<file path="config.mk">
export PLATFORM = sky130hd
export DESIGN_NAME = srr_item_cell
export DESIGN_NICKNAME = d
export VERILOG_FILES = /design/src/sv/srr_item_cell.sv
export SDC_FILE = /design/constraint.sdc
export NUM_CORES = 1
export LEC_CHECK = 0
export ABC_CLOCK_PERIOD_IN_PS = 800
export BUFFER_PORTS_ARGS = -buffer_cell sky130_fd_sc_hd__buf_4
export CORE_MARGIN = 2
export CORE_UTILIZATION = 30
export CTS_CLUSTER_SIZE = 8
export DETAILED_ROUTE_END_ITERATION = 12
export GPL_TIMING_DRIVEN = 0
export HOLD_SLACK_MARGIN = 0.15
export PLACE_DENSITY = 0.72
export SLEW_MARGIN = 5
export SYNTH_ARGS = -nofsm -noshare
export SYNTH_HDL_FRONTEND = slang
export SYNTH_SLANG_ARGS = --single-unit
</file>
<file path="constraint.sdc">
create_clock -name clk -period 0.8 [get_ports clk]
set_clock_uncertainty 0.05 [all_clocks]
set_input_delay 0.12 -clock clk [delete_from_list [all_inputs] [get_ports clk]]
set_output_delay 0.12 -clock clk [all_outputs]
set_load 0.05 [all_outputs]
</file>
<file path="src/sv/srr_item_cell.sv">
// ----------------------------------------------------------------------------
// srr_item_cell: one stage of the rotation chain
// Holds one transaction's working values and hands them on every cycle.
// ----------------------------------------------------------------------------
module srr_item_cell #(
	parameter int W = 64
) (
	input  logic         clk,
	input  logic         arst_n,
	input  logic         vld,
	input  logic [W-1:0] dat,
	output logic         vld_s1,
	output logic [W-1:0] dat_s1
);

	always_ff @(posedge clk or negedge arst_n) begin
		if (!arst_n) begin
			vld_s1 <= 1'b0;
		end else begin
			vld_s1 <= vld;
		end
	end

	always_ff @(posedge clk) begin
		dat_s1 <= dat;
	end

endmodule

</file>
==> flow_summary.toml, run 1 <==
[critical_path]
critPathTopFamily = "flip-flops"
end_kind = "output pin"
worstSetupPathType = "flip-flop to output pin"
cp_max_fo = 1
cpMaxStageDelayCell = "dfrtp_1"
arrival_ps = 840
cp_data_required_time_ps = 630
cp-start-kind = "flip-flop"
crit_chain = "buf_6"
cp_slowest_stage_delay_ps = 370
critPathBufInv = 1

[yosys]
ys_types = 2
synth-edff-count = 0
yosys_most_used_dff = "dfxtp_1"
syn_area_um2 = 1310
yosys-top-cells-count = "64 x dfxtp_1, 1 x dfrtp_1"
yosys.area.top_type = "dfxtp_1"
yosys_warnings = 0
syn_inst = 65
synth-seq-cells = 65
synthArstFlopShare_pct = 1.54
avgSynthCellArea_um2 = 20.1
ys_seq_area_share_pct = 100
synth.most_common_cell = "dfxtp_1"
synthTopCellsByArea = "dfxtp_1 98%, dfrtp_1 1.9%"
syn_nets = 132
yosysTopAreaCellShare_pct = 98.1

[global_routing]
grt_util_met3_pct = 6.06
grt_pass1_vias = 1513
grt_util_all_layers_pct = 21.6
grt_use_met1_pct = 19.9
grt_overflow_total = 0
grt_util_met2_pct = 43.0
grt_max_degree = 11
busiest_layer = "met2"
grt_pass1_wl_mm = 7.74
antenna_found_initial = 2

[timing]
post-route-period-util_pct = 126
worst_slack_ps = -212
worst_slew_pin_slew_ps = 114
maxSlewHeadroom_pct = 92.4
layout_min_cycle_time_ps = 1010
hold_violations = 0
slew_viol_final = 0
clock.fmax_mhz = 988
rsz0062_at_grt = "yes"
final-setup-viol-count = 65

[flow_run]
max-cap-violations = 0

[die]
start_util_pct = 32.0
die_h_um = 70.0
die-width_um = 70.0
ios = 132
coreArea_um2 = 4090
rows = 23
die_area_um2 = 4900

[drt]
wl_per_cell_um = 17.4
drtIter0Drc = 51
vias = 1348
via_per_inst = 4.08
remaining_drc_errors = 0
drt-total-wl_mm = 5.73
firstDrtPassIters = 4
antenna_left = 0

[run_status]
violations = "negative setup slack"
status = "complete, but fails checks"

[clock_network]
post_cts_buffers = 0
htreeDepth = 3
cts_buffers = 9
clock_path_buffers = 2
clockRootBuffer = "clkbuf_8"
clock-sinks = 65
tritoncts = "yes"
clk_pin_slew_ps = 60

[layout]
areaGrowthSynthToFinish_pct = 185
fin_nets = 341
multi_input_area_um2 = 0
multi_input_gates = 0
seq_area_um2 = 1390
drive_gt1_share_pct = 75.2
nFillCells = 134
stdcell_count = 330

[power]
power.density_nw_per_um2 = 2150
ir_worst_vdd_mv = 1.67
leakage_nw = 1.71

[placement]
post-place-ws_ps = 106
place.gp.congestion = 0.645
port_buffers = 131
dpl.cell_count = 246

[worst_hold_path]
hp-class = "input pin to flip-flop"
logic make-up (layout without fill, tap and decap cells):
kind of cell,after synthesis,count (layout),synth area share [%]
other,0,2,0
DFF,65,65,100
buffers and inverters,0,213,0
registers in the layout, summed over array words and instances (netlist names):
name    count
dat_s1     64
vld_s1      1
repair_timing:
item / 4_1_cts / 5_1_grt
hold endpoints to repair: 66 / 0
hold buffers: 67 / 0
endpoints found under the setup margin: 65 / 65
resized for setup: 163 / 13
report_power, final:
| part | switching, mW | internal (mW) | total, mW |
|---|---|---|---|
| combinational | 0.813 | 0.831 | 1.64 |
| sequential | 0.115 | 3.45 | 3.56 |
| clock | 1.19 | 1.59 | 2.78 |
| total | 2.12 | 5.86 | 7.99 |
cells in the final DEF, fill, tap and decap left out:
master         instances
dfrtp_1                1
clkbuf_1               1
buf_8                 47
clkinv_2               2
buf_4                 66
buf_6                 18
dlygate4sd3_1         67
clkbuf_8              11
dfxtp_2               64
diode_2                2
bufinv_16              1
metrics by stage:
step           utilization, %  TNS (ps)  power, mW  area [µm²]  hold slack (ps)
2_1_floorplan               -         0       4.15        1310             -226
3_3_place_gp             57.6         0       4.65        2350             -154
3_5_place_dp             57.6         0       4.67        2350             -153
4_1_cts                  89.8    -11380       7.89        3670              376
5_1_grt                  91.1    -13040       8.24        3720              384
6_report                 91.1    -11090       7.99        3720              390
layout make-up:
class,instances,share of cell area (%)
Sequential cell,65,37.2
Clock inverter,3,1.08
Tap cell,50,1.68
Antenna cell,2,0.134
Clock buffer,12,4.17
Timing Repair Buffer,198,55.7
worst paths after layout:
kind	start	end	slack [ps]	cells after the start
min in group asynchronous	arst_n	vld_s1	580	3
hold / removal	dat[5]	dat_s1[5]	390	2
max in group asynchronous	arst_n	vld_s1	20	3
setup / recovery	vld_s1	vld_s1	-210	1
metal layers:
layer | part of all wire, % | routed length, µm | up-vias
met4 | 2.9 | 167 | 0
met1 | 33 | 1880 | 638
li1 | - | - | 617
met5 | 0 | 0 | -
met2 | 59 | 3400 | 77
met3 | 5.1 | 293 | 16
(Power assumes the default switching activity.)
==> run 2, diff against run 1 <==
--- a/config.mk
+++ b/config.mk
@@ -5,15 +5,15 @@
 export SDC_FILE = /design/constraint.sdc
 export NUM_CORES = 1
 export LEC_CHECK = 0
-export ABC_CLOCK_PERIOD_IN_PS = 800
+export ABC_CLOCK_PERIOD_IN_PS = 1300
 export BUFFER_PORTS_ARGS = -buffer_cell sky130_fd_sc_hd__buf_4
 export CORE_MARGIN = 2
-export CORE_UTILIZATION = 30
+export CORE_UTILIZATION = 36
 export CTS_CLUSTER_SIZE = 8
 export DETAILED_ROUTE_END_ITERATION = 12
 export GPL_TIMING_DRIVEN = 0
 export HOLD_SLACK_MARGIN = 0.15
-export PLACE_DENSITY = 0.72
+export PLACE_DENSITY = 0.81
 export SLEW_MARGIN = 5
 export SYNTH_ARGS = -nofsm -noshare
 export SYNTH_HDL_FRONTEND = slang
==> constraint.sdc (replaced) <==
create_clock -name clk -period 1.3 [get_ports clk]
set_clock_uncertainty 0.05 [all_clocks]
set_input_delay 0.195 -clock clk [delete_from_list [all_inputs] [get_ports clk]]
set_output_delay 0.195 -clock clk [all_outputs]
set_load 0.05 [all_outputs]
==> flow_summary.toml, run 2 (synthesis results as in run 1) <==
[run_status]
status = "complete, no violations"

[drt]
antenna_left = 0
vias = 1316
remaining_drc_errors = 0
via_per_inst = 4.07
wl_per_cell_um = 15.9
firstDrtPassIters = 4
drt-total-wl_mm = 5.14
drtIter0Drc = 23

[layout]
multi_input_gates = 0
n_antenna_cell = 0
multi_input_area_um2 = 0
top_regs = "dat_s1 x64, vld_s1 x1"
final_cell_mix = "131 x buf_4, 67 x dlygate4sd3_1, 64 x dfxtp_1"
stdcell_count = 323
largest_reg_flops = 64
top_register = "dat_s1"
fin_nets = 341
drive_gt1_share_pct = 51.6
post-route-util_pct = 91.8
areaGrowthSynthToFinish_pct = 140
final_common_cell = "buf_4"

[critical_path]
worstSetupPathType = "flip-flop to output pin"
critPathTopFamily = "flip-flops"
crit_chain = "buf_4"
cp_max_fo = 1
cpMaxStageDelayCell = "dfrtp_1"
cp-start-kind = "flip-flop"
cp_slowest_stage_delay_ps = 380
arrival_ps = 950
end_kind = "output pin"
cp_data_required_time_ps = 1050
critPathBufInv = 1

[global_routing]
grt_pass1_wl_mm = 7.74
grt_max_degree = 11
grt_overflow_total = 0
antenna_found_initial = 0
grt_util_all_layers_pct = 25.9
grt_pass1_vias = 1542

[clock_network]
clock-sinks = 65
htreeDepth = 3
tritoncts = "yes"
clockRootBuffer = "clkbuf_4"
clock_path_buffers = 2
clk_pin_slew_ps = 110
cts_buffers = 9

[power]
ir_worst_vdd_mv = 1.15
finalPower_mw = 4.20
leakage_nw = 1.53
power.density_nw_per_um2 = 1340

[timing]
rsz0062_at_grt = "no"
final-setup-viol-count = 0
clock.fmax_mhz = 839
hold_violations = 0
maxSlewHeadroom_pct = 89.6
fin_tns_setup_ps = 0
slew_viol_final = 0
worst_slew_pin_slew_ps = 157
layout_min_cycle_time_ps = 1190
post-route-period-util_pct = 91.6
holdWs_ps = 413

[placement]
dpl.cell_count = 242
place.gp.congestion = 0.665
port_buffers = 131

[die]
start_util_pct = 38.2
rows = 21
die_area_um2 = 4130
coreArea_um2 = 3420
ios = 132
die_h_um = 64.2
die-width_um = 64.2

[flow_run]
max-cap-violations = 0

[worst_hold_path]
min_to = "dat_s1[23]"
min_path_cells = 2
hp-class = "input pin to flip-flop"
worstHoldStart = "dat[23]"
## run 2: timing repair
item,in CTS,in global routing
resized for setup,0,0
hold buffers,67,0
buffers inserted,0,0
endpoints found under the hold margin,66,0
## run 2: final cells by class
cell class	count	area, µm²
clock buffer	14	116
timing repair buffer	198	1650
fill	121	282
sequential	65	1310
tap	46	57.6
## run 2: stage by stage
step	instance area (µm²)	setup WS, ps
2_1_floorplan	1310	468
3_3_place_gp	2350	533
3_5_place_dp	2350	524
4_1_cts	3130	82.0
5_1_grt	3130	64.1
6_report	3130	109
## run 2: metal layers
metal / track usage [%] / share of wire [%]
met5: 0 / 0
met4: 10.4 / 1.5
met3: 8.27 / 7.4
met2: 48.8 / 56
met1: 26.0 / 35
## run 2: worst max path at each step
stage               cells after the start  slack [ps]       from        end
floorplan                               0         470  dat_s1[0]  dat_s1[0]
global placement                        1         530     vld_s1     vld_s1
detailed placement                      1         520     vld_s1     vld_s1
CTS                                     1          80     vld_s1     vld_s1
global route                            1          60     vld_s1     vld_s1
finish                                  1         110     vld_s1     vld_s1
## run 2: power by group
part	leakage, nW	switching [mW]	internal, mW
Sequential	0.552	0.0361	2.10
Combinational	0.909	0.496	0.386
Clock	0.0653	0.648	0.535
